## config.mk

```make
export PLATFORM = sky130hd
export DESIGN_NAME = decimal_text_to_fixed_flat
export DESIGN_NICKNAME = d
export VERILOG_FILES = /design/src/design/dtf_pkg.sv /design/src/design/dtf_char_if.sv /design/src/design/dtf_fix_if.sv /design/src/design/decimal_text_to_fixed.sv /design/src/design/dtf_front.sv /design/src/design/dtf_queue.sv /design/src/design/dtf_back.sv /design/src/flat_wrapper.sv
export SDC_FILE = /design/constraint.sdc
export NUM_CORES = 1
export LEC_CHECK = 0
export ABC_AREA = 1
export BUFFER_PORTS_ARGS = -buffer_cell sky130_fd_sc_hd__clkbuf_2
export CAP_MARGIN = 20
export CORE_MARGIN = 3
export CORE_UTILIZATION = 60
export CTS_BUF_LIST = sky130_fd_sc_hd__clkbuf_8
export DETAILED_ROUTE_END_ITERATION = 16
export PLACE_DENSITY_LB_ADDON = 0.15
export SYNTH_ARGS = -nofsm -noshare
export SYNTH_HDL_FRONTEND = slang
export SYNTH_SLANG_ARGS = --single-unit
```

## constraint.sdc

```tcl
create_clock -name i_clk -period 12 [get_ports i_clk]
set_input_delay 1.2 -clock i_clk [delete_from_list [all_inputs] [get_ports i_clk]]
set_output_delay 1.2 -clock i_clk [all_outputs]
set_load 0.03 [all_outputs]
```

## src/design/dtf_pkg.sv

```systemverilog
`default_nettype none
package dtf_pkg;

    localparam int DEF_MAX_FRAC_DIGITS = 7;
    localparam int DEF_FRAC_BITS       = 24;

    localparam int CH_W    = 8;
    localparam int VALUE_W = 56;
    localparam int INT_W   = 31;
    localparam int DIGIT_W = 4;
    localparam int MAG_W   = 64;

    localparam logic [INT_W-1:0]   INT_MAX_VAL = {INT_W{1'b1}};
    localparam logic [VALUE_W-1:0] MAG_MAX     = {1'b0, {(VALUE_W-1){1'b1}}};

    // queue between parser and converter
    localparam int Q_DEPTH = 2;
    localparam int Q_PTR_W = 1;
    localparam int Q_CNT_W = 2;

    localparam logic [CH_W-1:0] CH_ZERO  = 8'd48;
    localparam logic [CH_W-1:0] CH_NINE  = 8'd57;
    localparam logic [CH_W-1:0] CH_MINUS = 8'd45;
    localparam logic [CH_W-1:0] CH_PLUS  = 8'd43;
    localparam logic [CH_W-1:0] CH_DOT   = 8'd46;
    localparam logic [CH_W-1:0] CH_SPACE = 8'd32;
    localparam logic [CH_W-1:0] CH_TAB   = 8'd9;
    localparam logic [CH_W-1:0] CH_CR    = 8'd13;

    typedef enum logic [1:0] {
        PH_LEAD,
        PH_INT,
        PH_FRAC,
        PH_STOP
    } t_phase;

    typedef enum logic [1:0] {
        BK_IDLE,
        BK_DIV,
        BK_SUM,
        BK_DONE
    } t_bstate;

    typedef struct packed {
        logic full;
        logic empty;
    } t_qstat;

    function automatic logic [31:0] pow10(input logic [DIGIT_W-1:0] k);
        logic [31:0] p;
        case (k)
            4'd0:    p = 32'd1;
            4'd1:    p = 32'd10;
            4'd2:    p = 32'd100;
            4'd3:    p = 32'd1000;
            4'd4:    p = 32'd10000;
            4'd5:    p = 32'd100000;
            4'd6:    p = 32'd1000000;
            4'd7:    p = 32'd10000000;
            4'd8:    p = 32'd100000000;
            4'd9:    p = 32'd1000000000;
            default: p = 32'd1;
        endcase
        return p;
    endfunction

endpackage
`default_nettype wire

```

## src/design/dtf_char_if.sv

```systemverilog
`default_nettype none
interface dtf_char_if
    import dtf_pkg::*;
();
    logic            valid;
    logic            ready;
    logic [CH_W-1:0] ch;
    logic            last;

    modport source (output valid, output ch, output last, input ready);
    modport sink   (input valid, input ch, input last, output ready);
endinterface
`default_nettype wire

```

## src/design/dtf_fix_if.sv

```systemverilog
`default_nettype none
interface dtf_fix_if
    import dtf_pkg::*;
();
    logic                      valid;
    logic                      ready;
    logic signed [VALUE_W-1:0] value;
    logic                      int_overflow;
    logic                      fraction_dropped;

    modport source (output valid, output value, output int_overflow,
                    output fraction_dropped, input ready);
    modport sink   (input valid, input value, input int_overflow,
                    input fraction_dropped, output ready);
endinterface
`default_nettype wire

```

## src/design/decimal_text_to_fixed.sv

```systemverilog
// Decimal text to signed fixed point.
// i_char takes one ASCII character per word; last marks the final character
// of a string. o_fix gives one word per string: value in two's complement
// with FRAC_BITS fraction bits, plus int_overflow (integer part saturated)
// and fraction_dropped (too many fraction digits, fraction forced to zero).
// The parser takes one character per cycle while the queue is not full. On
// the last character it hands the parsed fields to a two-entry queue and
// starts the next string at once. The converter pops an entry and divides
// the fraction digits by the power of ten one quotient bit per cycle in
// BK_DIV, skipped when there are no fraction digits. A result passes the
// queue and the states BK_IDLE, BK_DIV, BK_SUM and BK_DONE, and BK_DONE
// loads the output register that drives o_fix.valid. A new entry is popped
// only in BK_IDLE, so the converter works on one string at a time.
// When o_fix is stalled the result holds in the output register; the
// converter finishes the next string and waits, the queue fills, and then
// i_char.ready drops.
// After reset the parser is in leading whitespace and the queue is empty.
`default_nettype none
module decimal_text_to_fixed
    import dtf_pkg::*;
#(
    parameter int MAX_FRAC_DIGITS = DEF_MAX_FRAC_DIGITS,
    parameter int FRAC_BITS       = DEF_FRAC_BITS
) (
    input  wire       i_clk,
    input  wire       i_rst_n,
    dtf_char_if.sink  i_char,
    dtf_fix_if.source o_fix
);
    localparam int FA_W  = $clog2(10 ** MAX_FRAC_DIGITS);
    localparam int CW    = $clog2(MAX_FRAC_DIGITS + 1);
    localparam int JOB_W = 3 + INT_W + FA_W + CW;

    logic             push, pop;
    logic [JOB_W-1:0] job_in, job_out;
    t_qstat           qstat;

    dtf_front #(
        .MAX_FRAC_DIGITS (MAX_FRAC_DIGITS),
        .JOB_W           (JOB_W)
    ) u_front (
        .i_clk   (i_clk),
        .i_rst_n (i_rst_n),
        .i_char  (i_char),
        .i_qstat (qstat),
        .o_push  (push),
        .o_job   (job_in)
    );

    dtf_queue #(
        .W (JOB_W)
    ) u_queue (
        .i_clk   (i_clk),
        .i_rst_n (i_rst_n),
        .i_push  (push),
        .i_data  (job_in),
        .i_pop   (pop),
        .o_data  (job_out),
        .o_stat  (qstat)
    );

    dtf_back #(
        .MAX_FRAC_DIGITS (MAX_FRAC_DIGITS),
        .FRAC_BITS       (FRAC_BITS),
        .JOB_W           (JOB_W)
    ) u_back (
        .i_clk   (i_clk),
        .i_rst_n (i_rst_n),
        .i_job   (job_out),
        .i_qstat (qstat),
        .o_pop   (pop),
        .o_fix   (o_fix)
    );

`ifndef SYNTHESIS
    a_no_overflow: assert property (@(posedge i_clk) disable iff (!i_rst_n)
        push |-> !qstat.full)
        else $error("queue written while full");

    a_no_underflow: assert property (@(posedge i_clk) disable iff (!i_rst_n)
        pop |-> !qstat.empty)
        else $error("queue read while empty");

    a_drop_zero_frac: assert property (@(posedge i_clk) disable iff (!i_rst_n)
        (o_fix.valid && o_fix.fraction_dropped) |-> (o_fix.value[FRAC_BITS-1:0] == '0))
        else $error("dropped fraction left fraction bits set");
`endif

endmodule
`default_nettype wire

```

## src/design/dtf_front.sv

```systemverilog
`default_nettype none
module dtf_front
    import dtf_pkg::*;
#(
    parameter int MAX_FRAC_DIGITS = DEF_MAX_FRAC_DIGITS,
    parameter int JOB_W           = 1
) (
    input  wire               i_clk,
    input  wire               i_rst_n,
    dtf_char_if.sink          i_char,
    input  t_qstat            i_qstat,
    output logic              o_push,
    output logic [JOB_W-1:0]  o_job
);
    localparam int FA_W = $clog2(10 ** MAX_FRAC_DIGITS);
    localparam int CW   = $clog2(MAX_FRAC_DIGITS + 1);
    localparam int IW   = INT_W + 4;

    t_phase          r_phase, n_phase, p_phase;
    logic            r_neg, n_neg, p_neg;
    logic [INT_W-1:0] r_int, n_int, p_int;
    logic [FA_W-1:0] r_frac, n_frac, p_frac;
    logic [CW-1:0]   r_cnt, n_cnt, p_cnt;
    logic            r_ovf, n_ovf, p_ovf;
    logic            r_drop, n_drop, p_drop;

    logic               accept;
    logic               is_digit;
    logic               is_space;
    logic [DIGIT_W-1:0] digit;
    logic [CH_W-1:0]    ch_off;
    logic [IW-1:0]      int_next;
    logic               int_sat;

    assign i_char.ready = !i_qstat.full;
    assign accept       = i_char.valid && i_char.ready;

    assign ch_off   = i_char.ch - CH_ZERO;
    assign digit    = ch_off[DIGIT_W-1:0];
    assign is_digit = (i_char.ch >= CH_ZERO) && (i_char.ch <= CH_NINE);
    assign is_space = (i_char.ch == CH_SPACE) ||
                      ((i_char.ch >= CH_TAB) && (i_char.ch <= CH_CR));

    // times ten as shift and add
    assign int_next = (IW'(r_int) << 3) + (IW'(r_int) << 1) + IW'(digit);
    assign int_sat  = int_next > IW'(INT_MAX_VAL);

    always_ff @(posedge i_clk) begin
        if (!i_rst_n) begin
            r_phase <= PH_LEAD;
            r_neg   <= 1'b0;
            r_int   <= '0;
            r_frac  <= '0;
            r_cnt   <= '0;
            r_ovf   <= 1'b0;
            r_drop  <= 1'b0;
        end else begin
            r_phase <= n_phase;
            r_neg   <= n_neg;
            r_int   <= n_int;
            r_frac  <= n_frac;
            r_cnt   <= n_cnt;
            r_ovf   <= n_ovf;
            r_drop  <= n_drop;
        end
    end

    always_comb begin
        p_phase = r_phase;
        p_neg   = r_neg;
        p_int   = r_int;
        p_frac  = r_frac;
        p_cnt   = r_cnt;
        p_ovf   = r_ovf;
        p_drop  = r_drop;

        unique case (r_phase)
            PH_LEAD: begin
                if (is_space) begin
                    p_phase = PH_LEAD;
                end else if (i_char.ch == CH_MINUS) begin
                    p_neg   = 1'b1;
                    p_phase = PH_INT;
                end else if (i_char.ch == CH_PLUS) begin
                    p_phase = PH_INT;
                end else if (is_digit) begin
                    p_int   = int_sat ? INT_MAX_VAL : int_next[INT_W-1:0];
                    p_ovf   = r_ovf || int_sat;
                    p_phase = PH_INT;
                end else if (i_char.ch == CH_DOT) begin
                    p_phase = PH_FRAC;
                end else begin
                    p_phase = PH_STOP;
                end
            end
            PH_INT: begin
                if (is_digit) begin
                    p_int = int_sat ? INT_MAX_VAL : int_next[INT_W-1:0];
                    p_ovf = r_ovf || int_sat;
                end else if (i_char.ch == CH_DOT) begin
                    p_phase = PH_FRAC;
                end else begin
                    p_phase = PH_STOP;
                end
            end
            PH_FRAC: begin
                if (!is_digit) begin
                    p_phase = PH_STOP;
                end else if (r_cnt >= CW'(MAX_FRAC_DIGITS)) begin
                    // one digit too many: drop the whole fraction
                    p_frac  = '0;
                    p_cnt   = '0;
                    p_drop  = 1'b1;
                    p_phase = PH_STOP;
                end else begin
                    p_frac = FA_W'((FA_W + 4)'(r_frac) * (FA_W + 4)'(10)
                                   + (FA_W + 4)'(digit));
                    p_cnt  = r_cnt + 1'b1;
                end
            end
            PH_STOP: begin
                p_phase = PH_STOP;
            end
            default: begin
                p_phase = PH_STOP;
            end
        endcase

        n_phase = r_phase;
        n_neg   = r_neg;
        n_int   = r_int;
        n_frac  = r_frac;
        n_cnt   = r_cnt;
        n_ovf   = r_ovf;
        n_drop  = r_drop;
        o_push  = 1'b0;

        if (accept) begin
            if (i_char.last) begin
                o_push  = 1'b1;
                n_phase = PH_LEAD;
                n_neg   = 1'b0;
                n_int   = '0;
                n_frac  = '0;
                n_cnt   = '0;
                n_ovf   = 1'b0;
                n_drop  = 1'b0;
            end else begin
                n_phase = p_phase;
                n_neg   = p_neg;
                n_int   = p_int;
                n_frac  = p_frac;
                n_cnt   = p_cnt;
                n_ovf   = p_ovf;
                n_drop  = p_drop;
            end
        end
    end

    assign o_job = {p_neg, p_ovf, p_drop, p_int, p_frac, p_cnt};

endmodule
`default_nettype wire

```

## src/design/dtf_queue.sv

```systemverilog
`default_nettype none
module dtf_queue
    import dtf_pkg::*;
#(
    parameter int W = 1
) (
    input  wire          i_clk,
    input  wire          i_rst_n,
    input  wire          i_push,
    input  wire [W-1:0]  i_data,
    input  wire          i_pop,
    output logic [W-1:0] o_data,
    output t_qstat       o_stat
);
    logic [W-1:0]       r_mem [Q_DEPTH];
    logic [Q_PTR_W-1:0] r_wp, r_rp;
    logic [Q_CNT_W-1:0] r_cnt;

    assign o_stat.full  = (r_cnt == Q_CNT_W'(Q_DEPTH));
    assign o_stat.empty = (r_cnt == '0);
    assign o_data       = r_mem[r_rp];

    always_ff @(posedge i_clk) begin
        if (!i_rst_n) begin
            r_wp  <= '0;
            r_rp  <= '0;
            r_cnt <= '0;
        end else begin
            if (i_push) begin
                r_wp <= r_wp + 1'b1;
            end
            if (i_pop) begin
                r_rp <= r_rp + 1'b1;
            end
            case ({i_push, i_pop})
                2'b10:   r_cnt <= r_cnt + 1'b1;
                2'b01:   r_cnt <= r_cnt - 1'b1;
                default: r_cnt <= r_cnt;
            endcase
        end
    end

    always_ff @(posedge i_clk) begin
        if (i_push) begin
            r_mem[r_wp] <= i_data;
        end
    end

endmodule
`default_nettype wire

```

## src/design/dtf_back.sv

```systemverilog
`default_nettype none
module dtf_back
    import dtf_pkg::*;
#(
    parameter int MAX_FRAC_DIGITS = DEF_MAX_FRAC_DIGITS,
    parameter int FRAC_BITS       = DEF_FRAC_BITS,
    parameter int JOB_W           = 1
) (
    input  wire              i_clk,
    input  wire              i_rst_n,
    input  wire [JOB_W-1:0]  i_job,
    input  t_qstat           i_qstat,
    output logic             o_pop,
    dtf_fix_if.source        o_fix
);
    localparam int FA_W = $clog2(10 ** MAX_FRAC_DIGITS);
    localparam int CW   = $clog2(MAX_FRAC_DIGITS + 1);
    localparam int DW   = FA_W;
    localparam int NW   = FA_W + FRAC_BITS + 1;
    localparam int SW   = $clog2(FRAC_BITS + 1);

    logic             job_neg, job_ovf, job_drop;
    logic [INT_W-1:0] job_int;
    logic [FA_W-1:0]  job_frac;
    logic [CW-1:0]    job_cnt;

    assign {job_neg, job_ovf, job_drop, job_int, job_frac, job_cnt} = i_job;

    t_bstate r_state, n_state;

    logic               r_neg, r_ovf, r_drop;
    logic [INT_W-1:0]   r_int;
    logic [DW-1:0]      r_den;
    logic [DW-1:0]      r_rem;
    logic [FRAC_BITS:0] r_low;
    logic [FRAC_BITS:0] r_quo;
    logic [SW-1:0]      r_step;
    logic [MAG_W-1:0]   r_mag;

    logic                      r_out_valid;
    logic signed [VALUE_W-1:0] r_value;
    logic                      r_out_ovf, r_out_drop;

    logic [DW-1:0]      den;
    logic [NW-1:0]      num_init;
    logic [DW:0]        trial;
    logic               ge;
    logic [DW:0]        diff;
    logic               out_load;
    logic [VALUE_W-1:0] mag_clamped;

    assign den      = DW'(pow10(DIGIT_W'(job_cnt)));
    // rounding bias of half the divisor goes in up front
    assign num_init = (NW'(job_frac) << FRAC_BITS) + NW'(den >> 1);

    assign trial = {r_rem, r_low[FRAC_BITS]};
    assign ge    = trial >= {1'b0, r_den};
    assign diff  = trial - {1'b0, r_den};

    assign mag_clamped = (r_mag > MAG_W'(MAG_MAX)) ? MAG_MAX : r_mag[VALUE_W-1:0];

    always_ff @(posedge i_clk) begin
        if (!i_rst_n) begin
            r_state <= BK_IDLE;
        end else begin
            r_state <= n_state;
        end
    end

    always_comb begin
        n_state  = r_state;
        o_pop    = 1'b0;
        out_load = 1'b0;
        unique case (r_state)
            BK_IDLE: begin
                if (!i_qstat.empty) begin
                    o_pop   = 1'b1;
                    n_state = (job_cnt == '0) ? BK_SUM : BK_DIV;
                end
            end
            BK_DIV: begin
                if (r_step == '0) begin
                    n_state = BK_SUM;
                end
            end
            BK_SUM: begin
                n_state = BK_DONE;
            end
            BK_DONE: begin
                // hold until the output register is free
                if (!r_out_valid || o_fix.ready) begin
                    out_load = 1'b1;
                    n_state  = BK_IDLE;
                end
            end
            default: begin
                n_state = BK_IDLE;
            end
        endcase
    end

    always_ff @(posedge i_clk) begin
        if (o_pop) begin
            r_neg  <= job_neg;
            r_ovf  <= job_ovf;
            r_drop <= job_drop;
            r_int  <= job_int;
            r_den  <= den;
            r_rem  <= num_init[NW-1:FRAC_BITS+1];
            r_low  <= num_init[FRAC_BITS:0];
            r_quo  <= '0;
            r_step <= SW'(FRAC_BITS);
        end else if (r_state == BK_DIV) begin
            r_rem  <= ge ? diff[DW-1:0] : trial[DW-1:0];
            r_low  <= {r_low[FRAC_BITS-1:0], 1'b0};
            r_quo  <= {r_quo[FRAC_BITS-1:0], ge};
            r_step <= r_step - 1'b1;
        end
        if (r_state == BK_SUM) begin
            r_mag <= (MAG_W'(r_int) << FRAC_BITS) + MAG_W'(r_quo);
        end
        if (out_load) begin
            r_value    <= r_neg ? -mag_clamped : mag_clamped;
            r_out_ovf  <= r_ovf;
            r_out_drop <= r_drop;
        end
    end

    always_ff @(posedge i_clk) begin
        if (!i_rst_n) begin
            r_out_valid <= 1'b0;
        end else if (out_load) begin
            r_out_valid <= 1'b1;
        end else if (o_fix.ready) begin
            r_out_valid <= 1'b0;
        end
    end

    assign o_fix.valid            = r_out_valid;
    assign o_fix.value            = r_value;
    assign o_fix.int_overflow     = r_out_ovf;
    assign o_fix.fraction_dropped = r_out_drop;

endmodule
`default_nettype wire

```

## src/flat_wrapper.sv

```systemverilog
// flat-port wrapper written by rule: the top's interface ports become plain ports
module decimal_text_to_fixed_flat import dtf_pkg::*;
#(
    parameter int MAX_FRAC_DIGITS = DEF_MAX_FRAC_DIGITS,
    parameter int FRAC_BITS       = DEF_FRAC_BITS
)
  (i_clk, i_rst_n, i_char_valid, i_char_ch, i_char_last, i_char_ready, o_fix_valid, o_fix_value, o_fix_int_overflow, o_fix_fraction_dropped, o_fix_ready);
  dtf_char_if i_char_i ();
  dtf_fix_if o_fix_i ();
  input  wire i_clk;
  input  wire i_rst_n;
  input wire logic [$bits(i_char_i.valid)-1:0] i_char_valid;
  input wire logic [$bits(i_char_i.ch)-1:0] i_char_ch;
  input wire logic [$bits(i_char_i.last)-1:0] i_char_last;
  output wire logic [$bits(i_char_i.ready)-1:0] i_char_ready;
  output wire logic [$bits(o_fix_i.valid)-1:0] o_fix_valid;
  output wire logic [$bits(o_fix_i.value)-1:0] o_fix_value;
  output wire logic [$bits(o_fix_i.int_overflow)-1:0] o_fix_int_overflow;
  output wire logic [$bits(o_fix_i.fraction_dropped)-1:0] o_fix_fraction_dropped;
  input wire logic [$bits(o_fix_i.ready)-1:0] o_fix_ready;
  assign i_char_i.valid = i_char_valid;
  assign i_char_i.ch = i_char_ch;
  assign i_char_i.last = i_char_last;
  assign i_char_ready = i_char_i.ready;
  assign o_fix_valid = o_fix_i.valid;
  assign o_fix_value = o_fix_i.value;
  assign o_fix_int_overflow = o_fix_i.int_overflow;
  assign o_fix_fraction_dropped = o_fix_i.fraction_dropped;
  assign o_fix_i.ready = o_fix_ready;
  decimal_text_to_fixed #(.MAX_FRAC_DIGITS(MAX_FRAC_DIGITS), .FRAC_BITS(FRAC_BITS)) u_core (.i_clk(i_clk), .i_rst_n(i_rst_n), .i_char(i_char_i), .o_fix(o_fix_i));
endmodule
```

# Word level (Yosys, flattened, before mapping)
# Memories as Yosys holds them, arrays and structs flattened. A register that Yosys moved wholly into a read port is not among the register bits.
# Cells that the tools add are included.
[word_totals] register_bits=329 ramBits=122 romBits=168 in_bits=13 wordCells=150 n_memories=2
[op_classes] n_addsub=14 n_mul=1 n_lt_le_gt_ge=8 eq_ne=18 muxes=64 reduce_logical=18
[memory_table] name="(no name shown)" depth=8 width=21 rd=1 rd_clocked_by_memory_dff=0 wr=0 line="dtf_pkg.sv:51" source="case (k)"
[memory_table] name="u_core.u_queue.r_mem" depth=2 width=61 rd=1 rd_clocked_by_memory_dff=1 wr=1 line="dtf_queue.sv:15" source="logic [W-1:0] r_mem [Q_DEPTH];"
[op_table] cell="31-bit 2-to-1 mux" n=6
[op_table] cell="24-bit 2-to-1 mux" n=7
[op_table] cell="56-bit 2-to-1 mux" n=2
[op_table] cell="64-bit by 55-bit greater-than comparator with 1-bit output (second input constant)" n=1
[op_table] cell="31-bit case mux with 2 select lines" n=1
[op_table] cell="55-bit by 25-bit adder with 56-bit output" n=1
[op_table] cell="56-bit negator" n=1
[op_table] cell="25-bit 2-to-1 mux" n=2
[op_table] cell="48-bit by 23-bit adder with 49-bit output" n=1
[op_table] cell="34-bit by 32-bit adder with 35-bit output" n=1
[op_table] cell="35-bit by 4-bit adder with 35-bit output" n=1
[op_table] cell="35-bit by 31-bit greater-than comparator with 1-bit output (second input constant)" n=1
[op_table] cell="8-bit by 6-bit == test with 1-bit output (second input constant)" n=4
[op_table] cell="1-bit 2-to-1 mux" n=26
[op_table] cell="25-bit by 24-bit greater-or-equal comparator with 1-bit output" n=1
[op_table] cell="24-bit by 4-bit adder with 24-bit output" n=1
[op_table] cell="24-bit by 3-bit multiplier with 23-bit output (second input constant)" n=1
[op_table] cell="2-bit 2-to-1 mux" n=12
[op_table] cell="24-bit subtractor" n=1
[op_table] cell="2-bit case mux with 4 select lines" n=2
[op_table] cell="2-bit == test (second input constant)" n=6
[op_table] cell="3-bit 2-to-1 mux" n=4
[op_table] cell="8-bit by 4-bit greater-or-equal comparator with 1-bit output (second input constant)" n=1
[op_table] cell="8-bit by 6-bit greater-or-equal comparator with 1-bit output (second input constant)" n=1
[op_table] cell="other kinds (23)" n=38

# Depth between registers and ports, before layout
# Gate-level depths: netlist (run 1).
[depth] depth_word=10 depth_mapped=23

# By module
# From an unflattened synthesis (run 1), not the netlist that was laid out.
[hier_totals] hier_cells=2969 hier_area_um2=26031.2
[modules_own_cells] module="dtf_back" instances=1 cells_per_inst=1494 area_each_um2=13307.8 seq_area_each_um2=7056.8
[modules_own_cells] module="dtf_front" instances=1 cells_per_inst=1250 area_each_um2=7790.0 seq_area_each_um2=1261.2
[modules_own_cells] module="dtf_queue" instances=1 cells_per_inst=225 area_each_um2=4933.5 seq_area_each_um2=3763.6

# Worst setup path after synthesis (run 1)
# No wires, ideal clock.
[synth_path] kind="input-to-reg" startpoint="in i_char_valid" endpoint="mem u_core.u_queue.r_mem[0][0] (netlist name), enable pin" t_arrival_ns=4.150 slack_ns=7.370 stages=4 path_cell_list="nand2_1 inv_1 nand2_1 nor2_1"
[synth_via] elab_chain_cells=4
[synth_rtl] item="start: declaration" line="flat_wrapper.sv:12" source="input wire logic [$bits(i_char_i.valid)-1:0] i_char_valid;"
[synth_rtl] item="1-bit logical AND" line="dtf_front.sv:36" source="assign accept = i_char.valid && i_char.ready;"
[synth_rtl] item="1-bit 2-to-1 mux" line="dtf_front.sv:138" source="if (accept) begin"
[synth_rtl] item="1-bit 2-to-1 mux" line="dtf_queue.sv:44" source="if (i_push) begin"
[synth_rtl] item="1-bit 2-to-1 mux (not written as such)" line="dtf_queue.sv:45" source="r_mem[r_wp] <= i_data;"
[synth_rtl] item="end: declaration" line="dtf_queue.sv:15"
# Every way passes these cells.

# Worst setup path after layout (run 1)
[layout_path] startpoint="in i_char_ch[3]" endpoint="reg u_core.u_front.r_int[18]"
[layout_via] elab_chain_cells=10 word_cells_on_any_way=20 classes_between="add/sub: 2; order compare: 5; eq/ne: 3; mux: 7; reduce/logical: 3"
[layout_rtl] item="start: declaration" line="flat_wrapper.sv:13" source="input wire logic [$bits(i_char_i.ch)-1:0] i_char_ch;"
[layout_rtl] item="4-bit by 1-bit subtractor with 4-bit output" line="dtf_front.sv:38" source="assign ch_off = i_char.ch - CH_ZERO;"
[layout_rtl] item="35-bit by 4-bit adder with 35-bit output" line="dtf_front.sv:45" source="assign int_next = (IW'(r_int) << 3) + (IW'(r_int) << 1) + IW'(digit);"
[layout_rtl] item="35-bit by 31-bit greater-than comparator with 1-bit output" line="dtf_front.sv:46" source="assign int_sat = int_next > IW'(INT_MAX_VAL);"
[layout_rtl] item="31-bit 2-to-1 mux" line="dtf_front.sv:87, dtf_front.sv:98"
[layout_rtl] item="31-bit 2-to-1 mux" line="dtf_front.sv:86, dtf_front.sv:97"
[layout_rtl] item="31-bit 2-to-1 mux" line="dtf_front.sv:84" source="end else if (i_char.ch == CH_PLUS) begin"
[layout_rtl] item="31-bit 2-to-1 mux" line="dtf_front.sv:81" source="end else if (i_char.ch == CH_MINUS) begin"
[layout_rtl] item="31-bit 2-to-1 mux" line="dtf_front.sv:79" source="if (is_space) begin"
[layout_rtl] item="31-bit case mux with 2 select lines *" line="dtf_front.sv:77" source="unique case (r_phase)"
[layout_rtl] item="via u_core.job_in[45]" line="decimal_text_to_fixed.sv:35" source="logic [JOB_W-1:0] job_in, job_out;"
[layout_rtl] item="31-bit 2-to-1 mux *" line="dtf_front.sv:139" source="if (i_char.last) begin"
[layout_rtl] item="end signal: assignment" line="dtf_front.sv:60" source="r_int <= n_int;"
[layout_rtl] item="end: declaration" line="dtf_front.sv:21" source="logic [INT_W-1:0] r_int, n_int, p_int;"
# The timed path passes the listed nets; every way through them passes the cells marked *.
# A chain may end at the register's enable or synchronous reset.

==> results of run 1 <==
[path summary, 6_finish.rpt]
check | start | endpoint | slack, ns | cells after the start
worst max-delay path | i_char_ch[3] | u_core.u_front.r_int[18]$_SDFFE_PN0P_ | 7.58 | 18
worst min-delay path | u_core.u_queue.r_rp$_SDFFE_PN0P_ | flop | 0.45 | 1
worst min register to register | u_core.u_queue.r_rp$_SDFFE_PN0P_ | flop | 0.45 | 1
worst max register to register | u_core.u_front.r_int[0]$_SDFFE_PN0P_ | u_core.u_front.r_int[18]$_SDFFE_PN0P_ | 7.87 | 17
[through the flow]
step                      utilization  area (µm²)  hold slack [ns]  std cells  total power, mW
after floorplan                     -       24300            0.400       2713             3.65
after global placement          0.632       25200            0.436       3255             4.08
after detailed placement        0.632       25200            0.443       3255             4.12
after CTS                       0.664       26500            0.450       3376             5.30
after global routing            0.665       26500            0.471       3377             5.67
final                           0.665       26500            0.446       3377             5.30
[Yosys cell counts, types with 8 or more instances]
| library cell | number |
|---|---|
| dfxtp_1 | 101 |
| a31oi_1 | 9 |
| edfxtp_1 | 335 |
| ha_1 | 140 |
| mux2_2 | 48 |
| nand2_1 | 647 |
| a22oi_1 | 26 |
| mux2i_1 | 9 |
| o211ai_1 | 14 |
| a21oi_1 | 178 |
| nor2_1 | 282 |
| nand4_1 | 45 |
| nor3_1 | 48 |
| buf_1 | 10 |
| inv_1 | 276 |
| xnor2_1 | 48 |
| clkbuf_1 | 52 |
| xor2_1 | 82 |
| o21ai_1 | 12 |
| nand3b_1 | 8 |
| nor4_1 | 13 |
| nand3_1 | 104 |
| o21a_1 | 9 |
| o21ai_0 | 128 |
[logic make-up after synthesis]
logic type,count (synthesis),synth area share
buffers and inverters,354,0.0556
AND/OR/NAND/NOR,1174,0.201
multiplexers,57,0.0259
XOR/XNOR,130,0.0468
flip-flops,436,0.497
AO/OA/AOI/OAI,417,0.0981
adder cells (fa/ha/maj),145,0.0761
[metal layers]
metal | track usage | part of all wire | vias to the layer above
met5 | 0 | 0 | -
met4 | 0.0737 | 0.021 | 0
met3 | 0.0420 | 0.070 | 90
met2 | 0.404 | 0.44 | 641
met1 | 0.389 | 0.47 | 8908
li1 | - | - | 9413
[report_power, final]
part	switching, mW	internal (mW)
logic	1.22	0.630
clock network	0.581	0.587
registers	0.169	2.11
[sequential cells by signal, summed over array words and instances (netlist names), 2 cells and up, named ones only]
name	count
u_core.u_back.o_fix.value	56
u_core.u_back.r_quo	25
u_core.u_back.r_step	5
u_core.u_front.r_frac	24
u_core.u_back.r_mag	56
u_core.u_front.r_int	31
u_core.u_back.r_low	25
u_core.u_back.r_den	16
u_core.u_back.r_rem	24
u_core.u_back.r_state	2
u_core.u_queue.r_mem	122
u_core.u_front.r_cnt	3
u_core.u_queue.r_cnt	2
u_core.u_front.r_phase	2
u_core.u_back.r_int	31
[area by class of cell]
class / instances / area [µm²]
clock buffers: 72 / 991
inverters: 282 / 1060
well taps: 525 / 657
multi-input cells: 1923 / 10900
repair buffers: 90 / 508
fillers: 3198 / 13400
clock inverters: 49 / 282
flip-flops and latches: 436 / 12100
==> flow_summary.json, run 1 <==
{
  "path_max_fanout": 26,
  "path_class": "input pin to flop",
  "finClkSkew_ns": 0.0361,
  "post_drt_wl_per_cell_um": 16.8,
  "setup_viol": 0,
  "antenna_left": 0,
  "ys_top_cells_by_area": "edfxtp_1, nand2_1, dfxtp_1",
  "layout_commonest_cell": "nand2_1",
  "postCtsSetupBuffers": 0,
  "cpMostUsedCell": "nand2_1",
  "synthFlopType": "edfxtp_1",
  "grt_pass1_wl_um": 93200,
  "drt_iter0_drc": 1749,
  "critPathTopFamily": "simple AND/OR/NAND/NOR gates",
  "cts_resized": 0,
  "p_per_area_nw_per_um2": 200,
  "rsz0062_at_grt": "false",
  "gp_congestion": 1.02,
  "max_cap_violations": 0,
  "p_leak_nw": 11.0,
  "cts-root-buf": "clkbuf_8",
  "critical_path_required_ns": 12.42,
  "cpMaxStageDelayCell": "nor2_4",
  "synthesis.nets": 2871,
  "end_kind": "flop",
  "diodes": 0,
  "final_nets": 2958,
  "tns_ns": 0,
  "design.portCount": 73,
  "ys_warn_count": 0,
  "synth-edff-count": 335,
  "die_area_um2": 43000,
  "ctsHoldBuffers": 0,
  "cts_inserted_buffers": 67,
  "synthArstFlopShare": 0,
  "area_growth_syn_to_layout_pct": 9.09,
  "h-tree-depth": 3,
  "routed_wl_um": 56900,
  "dpl_worst_slack_ns": 7.00,
  "status": "completed",
  "antenna_found_initial": 0,
  "place_hpwl_um": 41400,
  "start_kind": "input pin",
  "drive_gt1_frac": 0.0964,
  "core_um2": 39900,
  "portBuffers": 72,
  "synth_area_um2": 24300,
  "grt.total_usage": 0.262,
  "slew_headroom": 0.232,
  "period_needed_ns": 4.42,
  "grt_pass1_vias": 18282,
  "insertion_delay_ns": 0.61,
  "fin_crit_sh": 0.368,
  "clkSinkCount": 436,
  "crit_chain": "clkbuf_2 -> inv_1 -> fa_1 -> fa_1 -> o21ai_1 -> a21oi_1 -> o21ai_2 -> nand3b_1 -> nand3_1 -> nand2_1 -> nor2_1 -> nand2_1 -> nor2_4 -> nand2_1 -> nand2_1 -> nand2_1 -> nand2_1 -> a21oi_1",
  "initial_core_util": 0.609,
  "viasPerCell": 5.64,
  "finalHoldViolCount": 0,
  "placement_rows": 73,
  "max_clock_freq_ghz": 0.226,
  "synth_top_area_share": 0.414,
  "die_y_um": 207,
  "hold_path_class": "flop to flop",
  "cpPeakStageDelay_ns": 0.55,
  "drc": 0,
  "worstMarginPinSlew_ns": 1.15,
  "syn_inst": 2713,
  "postSynthAreaPerCell_um2": 8.96,
  "clk_pin_slew_ns": 0.06,
  "tritoncts": "built",
  "mostFrequentLayoutCells": "nand2_1, edfxtp_1, inv_1, nor2_1, a21oi_1",
  "vdd_drop_max_v": 0.000154,
  "dieWidth_um": 207,
  "setup_ws_ns": 7.58,
  "critPathBufInv": 2,
  "grt_max_degree": 72,
  "drt-pass1-iter-count": 5,
  "vias": 19052,
  "yosysTopAreaCell": "edfxtp_1",
  "ys_ff_latch": 436,
  "grt_overflow": 0,
  "synth_cell_types": 60,
  "final_max_slew_viol_count": 0,
  "clockBufferDepth": 3,
  "arrival_ns": 4.85,
  "synth_seq_area_share": 0.497
}
No activity file was read; power rests on OpenSTA's default activity.
==> run 2, diff against run 1 <==
Settings changed: ABC_AREA 1 to 0, CORE_UTILIZATION 60 to 59.
Clock period 12 ns to 3.6 ns, I/O delays scaled along.
==> run 2 against run 1 <==
The flow now finishes with violations (negative setup slack); critical path depth down 3; final area up 3.7%; area after synthesis down 2.7%; critical endpoint is now u_core.u_queue.r_mem[0][41]$_DFFE_PP_; utilization up 3.9 points; wire length down 3.0%; synthesized cell count down 19%; global-route usage down 0.45 points.
==> flow_summary.json, run 2 <==
{
  "h-tree-depth": 3,
  "grt_overflow": 0,
  "antenna_left": 0,
  "grt_pass1_vias": 17298,
  "area_growth_syn_to_layout_pct": 16.3,
  "hold_path_class": "input pin to flop",
  "postSynthAreaPerCell_um2": 10.7,
  "cpPeakStageDelay_ns": 0.52,
  "mostFrequentLayoutCells": "edfxtp_1, nor2_1, nand2_1, buf_4, ha_1",
  "portBuffers": 72,
  "max_cap_violations": 0,
  "clkSinkCount": 436,
  "final_max_slew_viol_count": 0,
  "post_drt_wl_per_cell_um": 18.5,
  "core_um2": 39100,
  "setup_viol": 96,
  "ys_top_cells_by_area": "edfxtp_1, dfxtp_1, ha_1",
  "end_kind": "flop",
  "yosys.area_share.simple": 0.146,
  "die_area_um2": 42500,
  "cts-root-buf": "clkbuf_8",
  "synth_common_cells": "edfxtp_1, nor2_1, nand2_1",
  "synth_xor_area_frac": 0.0470,
  "place_hpwl_um": 39000,
  "finalHoldViolCount": 0,
  "yosysMostFrequentCell": "edfxtp_1",
  "clockBufferDepth": 3,
  "muxShareOfSynthArea": 0.0439,
  "synth_top_family_by_area": "compound AO/OA/AOI/OAI gates",
  "worstMarginPinSlew_ns": 1.06,
  "drt-pass1-iter-count": 6,
  "p_leak_nw": 10.9,
  "slew_headroom": 0.272,
  "start_kind": "flop",
  "synth_cell_types": 92,
  "tritoncts": "built",
  "tns_ns": -17.39,
  "drt_iter0_drc": 1403,
  "layout_commonest_cell": "edfxtp_1",
  "synth-edff-count": 335,
  "dieWidth_um": 206,
  "antenna_found_initial": 0,
  "synth_area_um2": 23700,
  "nFillCells": 2871,
  "design.portCount": 73,
  "placement_rows": 72,
  "cpMaxStageDelayCell": "or4b_4",
  "insertion_delay_ns": 0.60,
  "fin_crit_sh": 1.07,
  "diodes": 0,
  "vdd_drop_max_v": 0.000390,
  "finClkSkew_ns": 0.0299,
  "dp.cells": 2837,
  "largest_reg_flops": 122,
  "drive_gt1_frac": 0.207,
  "drc": 0,
  "ys_warn_count": 0,
  "die_y_um": 206,
  "post-route-util": 0.704,
  "whs_ns": 0.106,
  "final_cells": 2985,
  "yosysTopAreaCell": "edfxtp_1",
  "fin_total_pwr_mw": 17.1,
  "final_nets": 2570,
  "dpl_worst_slack_ns": -0.432,
  "viasPerCell": 6.02,
  "p_per_area_nw_per_um2": 622,
  "critical_path_required_ns": 3.93,
  "ys_ff_latch": 436,
  "crit_chain": "inv_2 -> fa_1 -> fa_2 -> and2b_2 -> o2111ai_4 -> a31oi_4 -> o311ai_2 -> and4_1 -> or4b_4 -> a211oi_4 -> buf_6 -> buf_12 -> buf_16 -> nand3_2 -> o21a_1",
  "grt.total_usage": 0.258,
  "design_area_um2": 27500,
  "violations": "negative setup slack",
  "vias": 17965,
  "gp_congestion": 0.925,
  "synth_top_area_share": 0.425,
  "synthArstFlopShare": 0,
  "path_class": "flop to flop",
  "syn_inst": 2203,
  "status": "finished with violations",
  "clk_pin_slew_ns": 0.06,
  "cts_inserted_buffers": 70,
  "place_area_um2": 25600,
  "synth_seq_area_share": 0.511,
  "synthesis.nets": 2361,
  "arrival_ns": 4.18,
  "top_register": "u_core.u_queue.r_mem",
  "synthFlopType": "edfxtp_1",
  "grt_pass1_wl_um": 88100,
  "synth_fa_ha_area_frac": 0.0783,
  "grt_max_degree": 61,
  "rsz0062_at_grt": "true",
  "period_needed_ns": 3.85,
  "initial_core_util": 0.605,
  "max_clock_freq_ghz": 0.259,
  "synth_compound_area_frac": 0.147,
  "path_max_fanout": 18,
  "routed_wl_um": 55200,
  "setup_ws_ns": -0.254
}
## run 2: changes by cell type after synthesis, sizes merged, moves of 39 or more
cell / change
mux2i: +44
inv: -212
o21ai: -40
nor2: -69
a21oi: -57
a211oi: +39
nand2: -466
nand3: -43
## run 2: worst paths after layout
kind | startpoint | to | slack (ns) | cells after the start
worst max-delay path | u_core.u_front.r_int[0]$_SDFFE_PN0P_ | u_core.u_queue.r_mem[0][41]$_DFFE_PP_ | -0.25 | 15
worst max register to register | u_core.u_front.r_int[0]$_SDFFE_PN0P_ | u_core.u_queue.r_mem[0][41]$_DFFE_PP_ | -0.25 | 15
worst min register to register | u_core.u_back.r_quo[3]$_SDFFE_PP0P_ | u_core.u_back.r_mag[3]$_DFFE_PP_ | 0.45 | 0
worst min-delay path | o_fix_ready | u_core.u_back.o_fix.valid$_SDFFE_PN0P_ | 0.11 | 4
## run 2: report_power, final
group / switching [mW] / internal [mW]
combinational: 3.35 / 2.15
sequential: 0.555 / 6.93
clock: 1.93 / 2.19
total: 5.84 / 11.3
## run 2: what timing repair did
action | in CTS | in global routing
hold buffers | 0 | 0
cloned | 3 | 0
pin swaps | 15 | 26
setup buffers | 6 | 12
gates resized for setup | 49 | 46
setup endpoints to repair | 107 | 111
## run 2: logic make-up after synthesis
family | after synthesis
fa+ha+maj | 145
buf+inv | 162
mux | 98
simple gates | 713
xor+xnor | 127
flops | 436
compound gates | 522
## run 2: worst max-delay path: cells and delay by family (launching register included)
kind | cells | cell delay [ns]
AND/OR/NAND/NOR | 4 | 1.05
AO/OA/AOI/OAI | 5 | 0.86
adder cells (fa/ha/maj) | 2 | 0.85
buffers and inverters | 4 | 0.48
flip-flops | 1 | 0.34
## run 2: cell type report
cell class | count | area, µm² | area share
clock inverter | 51 | 317 | 0.0115
timing repair buffer | 230 | 1720 | 0.0626
clock buffer | 76 | 1050 | 0.0380
inverter | 69 | 260 | 0.00946
multi-input combinational | 1605 | 11400 | 0.415
tap | 518 | 648 | 0.0236
sequential | 436 | 12100 | 0.440
## run 2: per-layer routing
metal,vias up,GRT usage,wire (µm)
met3,100,0.0351,3700
met5,-,0,0
met2,606,0.403,24800
li1,8661,-,-
met4,0,0.0730,1140
met1,8598,0.380,25500
